==> config.mk <==
export PLATFORM = sky130hd
export DESIGN_NAME = nsc_parser
export DESIGN_NICKNAME = d
export VERILOG_FILES = /design/src/rtl/core/nsc_pkg.sv /design/src/rtl/core/nsc_parser.sv
export SDC_FILE = /design/constraint.sdc
export NUM_CORES = 1
export LEC_CHECK = 0
export BUFFER_PORTS_ARGS = -buffer_cell sky130_fd_sc_hd__buf_2
export CAP_MARGIN = 20
export CORE_ASPECT_RATIO = 0.75
export CORE_MARGIN = 2
export CORE_UTILIZATION = 33
export CTS_CLUSTER_SIZE = 10
export DETAILED_ROUTE_END_ITERATION = 7
export GPL_TIMING_DRIVEN = 0
export PLACE_DENSITY = 0.52
export SLEW_MARGIN = 20
export SYNTH_ARGS = -nofsm -noshare
export SYNTH_HDL_FRONTEND = slang
export SYNTH_SLANG_ARGS = --single-unit
==> constraint.sdc <==
create_clock -name clk -period 3.6 [get_ports clk]
set_input_delay 0.72 -clock clk [delete_from_list [all_inputs] [get_ports clk]]
set_output_delay 0.72 -clock clk [all_outputs]
set_load 0.005 [all_outputs]
==> src/rtl/core/nsc_pkg.sv <==
`default_nettype none

package nsc_pkg;

    localparam int unsigned CharW  = 8;
    localparam int unsigned CodeW  = 24;
    localparam int unsigned CfgIdxW = 8;
    localparam int unsigned TdataOutW = 24;

    // parser phases
    localparam logic [1:0] PH_IDLE = 2'd0;
    localparam logic [1:0] PH_BODY = 2'd1;
    localparam logic [1:0] PH_HEX1 = 2'd2;
    localparam logic [1:0] PH_HEX2 = 2'd3;

    // check status codes
    localparam logic [1:0] ST_VALID  = 2'd0;
    localparam logic [1:0] ST_BADSUM = 2'd1;
    localparam logic [1:0] ST_BADID  = 2'd2;

    // sentence kinds
    localparam logic [1:0] KIND_NONE   = 2'd0;
    localparam logic [1:0] KIND_FIRST  = 2'd1;
    localparam logic [1:0] KIND_SECOND = 2'd2;
    localparam logic [1:0] KIND_THIRD  = 2'd3;

    // configuration register indexes
    localparam logic [CfgIdxW-1:0] REG_FIRST  = 8'd0;
    localparam logic [CfgIdxW-1:0] REG_SECOND = 8'd1;
    localparam logic [CfgIdxW-1:0] REG_THIRD  = 8'd2;

    localparam logic [CodeW-1:0] RST_FIRST  = 24'h474741;  // GGA
    localparam logic [CodeW-1:0] RST_SECOND = 24'h524D43;  // RMC
    localparam logic [CodeW-1:0] RST_THIRD  = 24'h5A4441;  // ZDA

    localparam logic [CharW-1:0] CH_DOLLAR = 8'h24;
    localparam logic [CharW-1:0] CH_STAR   = 8'h2A;

    // body bytes 2..4 (zero based) are the formatter letters
    localparam logic [2:0] POS_FMT_START = 3'd2;
    localparam logic [2:0] POS_FMT_DONE  = 3'd5;

    typedef struct packed {
        logic [1:0]       kind;
        logic [1:0]       status;
        logic [CharW-1:0] computed;
        logic [CharW-1:0] received;
    } nsc_result_t;

    typedef struct packed {
        logic       bad;
        logic [3:0] value;
    } nsc_hex_t;

    // ASCII hex digit decode; bad digits read as zero
    function automatic nsc_hex_t hex_decode(input logic [CharW-1:0] c);
        nsc_hex_t h;
        h.bad   = 1'b0;
        h.value = 4'd0;
        if (c >= 8'h30 && c <= 8'h39)
        begin
            h.value = 4'(c - 8'h30);
        end
        else if (c >= 8'h41 && c <= 8'h46)
        begin
            h.value = 4'(c - 8'h37);
        end
        else if (c >= 8'h61 && c <= 8'h66)
        begin
            h.value = 4'(c - 8'h57);
        end
        else
        begin
            h.bad = 1'b1;
        end
        return h;
    endfunction

endpackage

`default_nettype wire

==> src/rtl/core/nsc_parser.sv <==
`default_nettype none

module nsc_parser (
    input  wire logic                       clk,
    input  wire logic                       rst_n,
    input  wire logic                       take,
    input  wire logic [nsc_pkg::CharW-1:0]  char_byte,
    input  wire logic [nsc_pkg::CodeW-1:0]  first_code,
    input  wire logic [nsc_pkg::CodeW-1:0]  second_code,
    input  wire logic [nsc_pkg::CodeW-1:0]  third_code,
    output logic                            in_last_digit,
    output logic                            emit,
    output nsc_pkg::nsc_result_t            result
);
    import nsc_pkg::*;

    logic [1:0]       phase_reg, phase_next;
    logic [CharW-1:0] xor_reg, xor_next;
    logic [2:0]       pos_reg, pos_next;
    logic [CodeW-1:0] fmt_reg, fmt_next;
    logic [3:0]       hi_reg, hi_next;
    logic             herr_reg, herr_next;

    nsc_hex_t         hex;
    logic [CharW-1:0] rx_sum;
    logic [1:0]       kind;

    assign hex           = hex_decode(char_byte);
    assign rx_sum        = {hi_reg, hex.value};
    assign in_last_digit = (phase_reg == PH_HEX2);

    always_comb
    begin
        kind = KIND_NONE;
        if (pos_reg >= POS_FMT_DONE)
        begin
            priority if (fmt_reg == first_code)  kind = KIND_FIRST;
            else if (fmt_reg == second_code)     kind = KIND_SECOND;
            else if (fmt_reg == third_code)      kind = KIND_THIRD;
        end
    end

    always_comb
    begin
        phase_next = phase_reg;
        xor_next   = xor_reg;
        pos_next   = pos_reg;
        fmt_next   = fmt_reg;
        hi_next    = hi_reg;
        herr_next  = herr_reg;
        emit       = 1'b0;
        result.kind     = KIND_NONE;
        result.status   = ST_BADID;
        result.computed = xor_reg;
        result.received = rx_sum;
        if (kind != KIND_NONE)
        begin
            if (herr_reg || hex.bad || rx_sum != xor_reg)
            begin
                result.status = ST_BADSUM;
            end
            else
            begin
                result.status = ST_VALID;
                result.kind   = kind;
            end
        end

        if (char_byte == CH_DOLLAR)
        begin
            phase_next = PH_BODY;
            xor_next   = '0;
            pos_next   = '0;
            fmt_next   = '0;
            hi_next    = '0;
            herr_next  = 1'b0;
        end
        else
        begin
            unique case (phase_reg)
                PH_IDLE:
                begin
                end
                PH_BODY:
                begin
                    if (char_byte == CH_STAR)
                    begin
                        phase_next = PH_HEX1;
                    end
                    else
                    begin
                        xor_next = xor_reg ^ char_byte;
                        if (pos_reg >= POS_FMT_START && pos_reg < POS_FMT_DONE)
                        begin
                            fmt_next = {fmt_reg[CodeW-CharW-1:0], char_byte};
                        end
                        if (pos_reg < POS_FMT_DONE)
                        begin
                            pos_next = pos_reg + 3'd1;
                        end
                    end
                end
                PH_HEX1:
                begin
                    hi_next    = hex.value;
                    herr_next  = herr_reg | hex.bad;
                    phase_next = PH_HEX2;
                end
                PH_HEX2:
                begin
                    emit       = 1'b1;
                    phase_next = PH_IDLE;
                end
                default:
                begin
                end
            endcase
        end
    end

    always_ff @(posedge clk or negedge rst_n)
    begin
        if (!rst_n)
        begin
            phase_reg <= PH_IDLE;
            xor_reg   <= '0;
            pos_reg   <= '0;
            fmt_reg   <= '0;
            hi_reg    <= '0;
            herr_reg  <= 1'b0;
        end
        else if (take)
        begin
            phase_reg <= phase_next;
            xor_reg   <= xor_next;
            pos_reg   <= pos_next;
            fmt_reg   <= fmt_next;
            hi_reg    <= hi_next;
            herr_reg  <= herr_next;
        end
    end

endmodule

`default_nettype wire

==> flow_metrics.env, run 1 <==
export IMPL_outcome="finished clean"
export IMPL_synthSimpleGateAreaFrac_pct=18.2
export IMPL_first_global_vias=2891
export IMPL_synth_warning_count=0
export IMPL_layout_drive_gt1_share_pct=28.3
export IMPL_first_drt_iteration_drcs=112
export IMPL_period_needed_ns=3.44
export IMPL_post_synthesis_share_of_cell_area_spent_on_full_adders_half_adders_and_majority_gates_pct=4.07
export IMPL_placed_cells_incl_taps=575
export IMPL_global_route_peak_usage_layer="met1"
export IMPL_cts_hold_buffers_added=0
export IMPL_ys_seq_elements=42
export IMPL_synth_seq_area_share_pct=34.2
export IMPL_synth_most_common_cell="sky130_fd_sc_hd__xor2_1"
export IMPL_worst_skew_pair_late_latency_ns=0.29
export IMPL_final_setup_skew_ns=0.00453
export IMPL_synth_top_cells_by_area="sky130_fd_sc_hd__dfrtp_1 (34%), sky130_fd_sc_hd__xor2_1 (17%), sky130_fd_sc_hd__xnor2_1 (8.3%), sky130_fd_sc_hd__nand2_1 (6.1%), sky130_fd_sc_hd__ha_1 (4.1%)"
export IMPL_postSynthCellCount=346
export IMPL_netlist_area_um2=3070
export IMPL_worst_slew_margin_relative_to_its_limit_pct=62.3
export IMPL_synth_compound_gate_area_share_pct=11.0
export IMPL_effective_utilization_at_floorplan_pct=34.0
export IMPL_finish_cell_count_without_fillers=584
export IMPL_cts_root_buf="sky130_fd_sc_hd__clkbuf_16"
export IMPL_largest_register_ff_count=24
export IMPL_route_detailed_drc=0
export IMPL_power_per_cell_area_nw_per_um2=620
export IMPL_regToRegSetupSlack_ns=1.45
export IMPL_num_cts_buffers=5
export IMPL_capture_point_of_the_worst_path="result[18]"
export IMPL_fmax_mhz=291
export IMPL_grt_use_total_pct=19.1
export IMPL_detailedRoute_firstPassIterationCount=5
export IMPL_hold_class="in -> async"
export IMPL_max_vdd_ir_drop_mv=0.232
export IMPL_clk_path_buf_depth=2
export IMPL_grt_first_pass_wirelength_um=14900
export IMPL_main_combinational_cell_family_by_area_after_synthesis="XOR/XNOR gates"
export IMPL_hold_viol=0
export IMPL_dr_wl_cell_um=15.4
export IMPL_setup_total_negative_slack_ns=0
export IMPL_die_area_um2=10100
export IMPL_vias=2742
export IMPL_number_of_port_buffers=101
export IMPL_cp_end_kind="output pin"
export IMPL_final_antenna_net_count=0
export IMPL_criticalPathCategory="in -> out"
export IMPL_critical_path_startpoint_type="input pin"
export IMPL_async_set_reset_flop_share_out_of_synthesis_pct=100
export IMPL_synth_largest_area_cell="sky130_fd_sc_hd__dfrtp_1"
export IMPL_clock_tree_htree_level_count=2
export IMPL_final_setup_viol_count=0
export IMPL_cp_arrival_ns=2.72
export IMPL_grt_antenna_before_repair=0
export IMPL_cap_violations=0
export IMPL_grt_start_max_net_pins=43
export IMPL_grt_overflow=0
export IMPL_worstPathMaxFanout=5
export IMPL_grtUsageMet3_pct=2.84
export IMPL_synth_area_per_cell_um2=8.88
export IMPL_timing_reg2reg_worst_path_depth=9
export IMPL_ios=105
export IMPL_area_inside_the_core_boundary_um2=9050
export IMPL_path_clk_slew_ns=0.06
export IMPL_use_met1_pct=28.8
export IMPL_synth_area_mux_share_pct=2.52
export IMPL_synth_edf_count=0
export IMPL_tritoncts="yes"
export IMPL_post_dp_hpwl_um=7060
export IMPL_synthFlopType="sky130_fd_sc_hd__dfrtp_1"
export IMPL_die_h_um=87.6
export IMPL_placementRows=30
export IMPL_detail_route_vias_per_cell=4.70
export IMPL_drt_wl_total_um=9000
export IMPL_grt_util_met2_pct=28.8
export IMPL_worstReg2RegEnd="xor_reg[4]$_DFFE_PN0P_"
export IMPL_mappedNetlistNets=439
export IMPL_place_gp_congestion=0.816
export IMPL_synth_largest_type_area_fraction_pct=34.2
export IMPL_synthXorXnorAreaFrac_pct=25.1
export IMPL_timing_critical_path_from="char_byte[7]"
export IMPL_rr_startpoint="phase_reg[1]$_DFFE_PN0P_"
export IMPL_leakage_nw=1.89
export IMPL_yosys_top_cells_count="sky130_fd_sc_hd__xor2_1 (59), sky130_fd_sc_hd__nand2_1 (50), sky130_fd_sc_hd__dfrtp_1 (42)"
export IMPL_cts_sinks=42
export IMPL_antennaDiodeCount=0
export IMPL_fin_nets=548
export IMPL_rsz0062_at_grt="false"
export IMPL_areaGrowthSynthToFinish_pct=27.9
export IMPL_timing_critical_path_required_ns=2.88
export IMPL_synth_cell_type_count=43
export IMPL_die_width_um=115
export IMPL_post_route_period_util_pct=95.6
export IMPL_final_core_utilization_pct=43.4
export IMPL_transition_time_at_the_pin_with_the_least_slew_margin_ns=0.559
export IMPL_report_final_slew_viol_count=0
-- power breakdown --
part | internal (mW) | switching [mW]
Combinational | 0.486 | 0.561
Clock | 0.327 | 0.196
Sequential | 0.656 | 0.209
Total | 1.47 | 0.967
-- area by class of cell --
class / instances / area [um2]
buffer: 25 / 108
clock buffer: 5 / 125
clock inverter: 3 / 45.0
fill: 913 / 5120
inverter: 12 / 45.0
multi-input combinational: 267 / 1880
sequential: 42 / 1050
tap: 128 / 160
timing repair buffer: 102 / 515
-- routing by layer --
layer  share of wire [%]  vias to the layer above
met3                 4.5                        6
met1                  52                     1291
met2                  43                       67
met4                0.57                        0
li1                    -                     1378
met5                   0                        -
-- worst min-delay path by stage --
stage | to | slack (ns) | depth (start not counted)
after detailed placement | herr_reg$_DFFE_PN0P_ | 0.49 | 2
after floorplan | fmt_reg[0]$_DFFE_PN0P_ | 0.42 | 0
after CTS | herr_reg$_DFFE_PN0P_ | 0.51 | 2
final | phase_reg[1]$_DFFE_PN0P_ | 0.42 | 1
after global placement | herr_reg$_DFFE_PN0P_ | 0.49 | 2
after global routing | fmt_reg[15]$_DFFE_PN0P_ | 0.48 | 1
-- cell usage in the layout (no fill, tap or decap), drive strengths merged, types with 2 or more instances in the layout --
master      n
nor4       14
a22o        5
nor4b       2
a41o        2
inv        12
o21ai      24
nand4      10
o31ai       5
dfrtp      42
xor2       59
clkinvlp    2
nand2b      2
clkbuf     24
nand2      50
a21oi       6
and3        2
ha         10
nand3       4
mux2        6
nor2       19
nor3        3
buf       108
xnor2      29
-- timing repair --
| action | 4_1_cts | 5_1_grt |
|---|---|---|
| endpoints found under the setup margin | 0 | 3 |
| resized for setup | 0 | 2 |
| buffers inserted | 0 | 1 |
-- worst max-delay path, cell delays in order --
cell	delay [ns]
sky130_fd_sc_hd__buf_2	0.14
sky130_fd_sc_hd__or4b_4	0.56
sky130_fd_sc_hd__a311oi_4	0.37
sky130_fd_sc_hd__a22o_4	0.19
sky130_fd_sc_hd__xnor2_1	0.13
sky130_fd_sc_hd__nand4_2	0.22
sky130_fd_sc_hd__a211oi_2	0.25
sky130_fd_sc_hd__buf_2	0.14
-- through the flow --
stage	total power [mW]	hold slack [ns]	instance area, um2	setup slack, ns
after floorplan	1.57	0.424	3070	0.549
after global placement	1.90	0.485	3740	0.0838
after detailed placement	1.93	0.494	3740	0.0370
after CTS	2.46	0.507	3910	0.0287
after global routing	2.65	0.475	3930	0.0189
final	2.44	0.421	3930	0.160
-- kinds of logic (layout without fill, tap and decap cells) --
kind of cell,after synthesis,after routing
adders and majority gates,10,10
muxes,7,7
and+or+nand+nor,113,113
buffers and inverters,37,147
DFF,42,42
AOI/OAI and AO/OA,49,49
xor gates and xnor gates,88,88
Note: power is estimated with default switching activity, not from simulation.
==> inputs of run 2 (changes only) <==
- ABC_AREA: not set -> 1
==> run 2 against run 1 <==
Compared with the run above: flip-flop and latch count did not move; routed wire length grew 11%; highest routed layer unchanged; die area grew 12%; synthesized cell count rose by 58%; power is 2.7% higher; via count rose by 29%; non-clock buffer count is 14 lower; sequential share of layout area down 2.5 points; critical endpoint is now result[19].
==> flow_metrics.env, run 2 <==
export IMPL_clk_path_buf_depth=2
export IMPL_yosys_top_cells_count="sky130_fd_sc_hd__nand2_1 (203), sky130_fd_sc_hd__inv_1 (86), sky130_fd_sc_hd__nor2_1 (69)"
export IMPL_leakage_nw=2.50
export IMPL_grt_first_pass_wirelength_um=16400
export IMPL_worst_slew_margin_relative_to_its_limit_pct=59.6
export IMPL_first_drt_iteration_drcs=177
export IMPL_detail_route_vias_per_cell=4.46
export IMPL_dr_wl_cell_um=12.6
export IMPL_mappedNetlistNets=640
export IMPL_cts_hold_buffers_added=0
export IMPL_synth_area_per_cell_um2=6.35
export IMPL_dp_worst_setup_slack_ns=0.263
export IMPL_regArea_um2=1050
export IMPL_cp_end_kind="output pin"
export IMPL_ys_seq_elements=42
export IMPL_max_vdd_ir_drop_mv=0.216
export IMPL_vias=3546
export IMPL_detailedRoute_firstPassIterationCount=5
export IMPL_synth_top_cells_by_area="sky130_fd_sc_hd__dfrtp_1 (30%), sky130_fd_sc_hd__nand2_1 (22%), sky130_fd_sc_hd__inv_1 (9.3%), sky130_fd_sc_hd__xor2_1 (7.6%), sky130_fd_sc_hd__nor2_1 (7.5%)"
export IMPL_transition_time_at_the_pin_with_the_least_slew_margin_ns=0.606
export IMPL_final_setup_viol_count=0
export IMPL_regToRegSetupSlack_ns=1.86
export IMPL_synth_edf_count=0
export IMPL_antennaDiodeCount=0
export IMPL_report_final_slew_viol_count=0
export IMPL_post_route_period_util_pct=91.3
export IMPL_finish_cell_count_without_fillers=795
export IMPL_share_of_power_burned_in_the_clock_network_pct=18.3
export IMPL_route_detailed_drc=0
export IMPL_hold_class="in -> async"
export IMPL_clock_tree_htree_level_count=2
export IMPL_rsz0062_at_grt="false"
export IMPL_grt_overflow=0
export IMPL_power_sequential_fraction_pct=36.4
export IMPL_grt_use_total_pct=18.4
export IMPL_tritoncts="yes"
export IMPL_worst_skew_pair_late_latency_ns=0.28
export IMPL_synth_largest_area_cell="sky130_fd_sc_hd__dfrtp_1"
export IMPL_drt_wl_total_um=9990
export IMPL_final_setup_skew_ns=0.00531
export IMPL_final_antenna_net_count=0
export IMPL_postSynthCellCount=547
export IMPL_hold_viol=0
export IMPL_outcome="finished clean"
export IMPL_setup_total_negative_slack_ns=0
export IMPL_synth_seq_area_share_pct=30.3
export IMPL_fin_nets=751
export IMPL_grt_antenna_before_repair=0
export IMPL_die_h_um=92.8
export IMPL_most_common_cell_after_layout_fill_and_taps_aside="sky130_fd_sc_hd__nand2_1"
export IMPL_placementRows=32
export IMPL_final_core_utilization_pct=42.2
export IMPL_period_needed_ns=3.29
export IMPL_effective_utilization_at_floorplan_pct=33.9
export IMPL_rr_startpoint="phase_reg[0]$_DFFE_PN0P_"
export IMPL_grt_start_max_net_pins=43
export IMPL_synth_largest_type_area_fraction_pct=30.3
export IMPL_switching_power_mw=1.07
export IMPL_synth_most_common_cell="sky130_fd_sc_hd__nand2_1"
export IMPL_comb_power_share_pct=45.3
export IMPL_post_dp_hpwl_um=8110
export IMPL_die_area_um2=11400
export IMPL_commonest_non_fill_non_tap_cells_in_the_layout="sky130_fd_sc_hd__nand2_1 (202), sky130_fd_sc_hd__buf_2 (104), sky130_fd_sc_hd__inv_1 (86), sky130_fd_sc_hd__nor2_1 (67), sky130_fd_sc_hd__dfrtp_1 (42)"
export IMPL_die_width_um=122
export IMPL_timing_reg2reg_worst_path_depth=10
export IMPL_place_gp_congestion=0.841
export IMPL_smallest_setup_slack_after_layout_ns=0.314
export IMPL_synth_warning_count=0
export IMPL_power_internal_mw=1.43
export IMPL_cap_violations=0
export IMPL_layout_drive_gt1_share_pct=20.5
export IMPL_num_cts_buffers=5
export IMPL_power_switching_share_pct=42.9
export IMPL_placed_cells_incl_taps=787
export IMPL_fillCellCount=1135
export IMPL_async_set_reset_flop_share_out_of_synthesis_pct=100
export IMPL_power_total_mw=2.50
export IMPL_criticalPathCategory="in -> out"
export IMPL_timing_critical_path_required_ns=2.88
export IMPL_areaGrowthSynthToFinish_pct=24.6
export IMPL_number_of_port_buffers=104
export IMPL_worstPathMaxFanout=8
export IMPL_power_per_cell_area_nw_per_um2=578
export IMPL_first_global_vias=3416
export IMPL_largest_register_ff_count=24
export IMPL_critical_path_startpoint_type="input pin"
export IMPL_synthFlopType="sky130_fd_sc_hd__dfrtp_1"
export IMPL_cts_sinks=42
export IMPL_synth_cell_type_count=31
export IMPL_multi_input_area_um2=2040
export IMPL_worstReg2RegEnd="fmt_reg[0]$_DFFE_PN0P_"
export IMPL_cts_root_buf="sky130_fd_sc_hd__clkbuf_16"
export IMPL_area_inside_the_core_boundary_um2=10200
export IMPL_netlist_area_um2=3470
export IMPL_fmax_mhz=304
export IMPL_cp_arrival_ns=2.57
export IMPL_path_clk_slew_ns=0.06
export IMPL_ios=105
[run 2: changes by cell type in the layout (fill, tap and decap cells not counted), sizes merged, moves of 16 or more]
cell | previous run | this run
nand3 | 4 | 20
xnor2 | 29 | 9
nor2 | 19 | 71
nand2 | 50 | 206
inv | 12 | 89
xor2 | 59 | 30
[run 2: per-layer routing]
metal | share of wire (%) | GRT usage [%] | vias up | routed length, um
li1 | - | - | 1893 | -
met1 | 53 | 27.3 | 1588 | 5250
met2 | 43 | 28.3 | 63 | 4280
met3 | 4.3 | 2.83 | 2 | 429
met4 | 0.24 | 2.87 | 0 | 24
met5 | 0 | 0 | - | 0
[run 2: power by group through the flow]
stage | sequential [mW] | clock, mW | combinational [mW]
floorplan | 0.856 | 0 | 0.823
global placement | 0.915 | 0 | 1.11
detailed placement | 0.917 | 0 | 1.14
CTS | 0.911 | 0.472 | 1.14
global route | 0.947 | 0.491 | 1.33
finish | 0.910 | 0.457 | 1.13
[run 2: per-stage QoR]
| step | area [um2] | hold WS [ns] |
|---|---|---|
| finish | 4330 | 0.430 |
| global route | 4330 | 0.483 |
| CTS | 4310 | 0.521 |
| detailed placement | 4160 | 0.512 |
| global placement | 4160 | 0.508 |
| floorplan | 3470 | 0.424 |
[run 2: cell type report]
class	count	area share (%)
clock buffers	7	3.30
flip-flops and latches	42	24.3
well taps	136	3.93
repair buffers	104	12.1
plain buffers	9	1.42
inverters	89	7.72
multi-input cells	407	47.1
clock inverters	1	0.116
[run 2: cells by family after synthesis]
| family | after synthesis | synth area share [%] |
|---|---|---|
| compound gates | 54 | 9.98 |
| xor+xnor | 39 | 9.84 |
| fa+ha+maj | 10 | 3.60 |
| buf+inv | 98 | 11.4 |
| flops | 42 | 30.3 |
| simple gates | 304 | 34.9 |
[run 2: what timing repair did]
item / CTS / global route
gates resized for setup: 0 / 4
buffers inserted: 0 / 0
endpoints found under the setup margin: 0 / 3
[run 2: worst max-delay path, stage by stage]
cell	delay [ns]
sky130_fd_sc_hd__buf_2	0.14
sky130_fd_sc_hd__inv_1	0.11
sky130_fd_sc_hd__ha_1	0.25
sky130_fd_sc_hd__o21ai_0	0.16
sky130_fd_sc_hd__nand2_1	0.15
sky130_fd_sc_hd__nand2_4	0.13
sky130_fd_sc_hd__nand2_2	0.12
sky130_fd_sc_hd__nand2_1	0.13
sky130_fd_sc_hd__nand2_1	0.06
sky130_fd_sc_hd__nand2_1	0.05
sky130_fd_sc_hd__nand2_1	0.05
sky130_fd_sc_hd__nor2_1	0.13
sky130_fd_sc_hd__nand2_2	0.10
sky130_fd_sc_hd__nor2_2	0.13
sky130_fd_sc_hd__buf_2	0.13
[run 2: worst max-delay path by stage]
stage | startpoint | endpoint | slack [ns] | cells past startpoint
finish | char_byte[0] | result[19] | 0.31 | 15
global route | char_byte[0] | result[16] | 0.01 | 16
CTS | char_byte[0] | result[18] | 0.26 | 15
detailed placement | char_byte[0] | result[18] | 0.26 | 15
global placement | char_byte[0] | result[18] | 0.33 | 15
floorplan | char_byte[0] | result[16] | 0.90 | 14
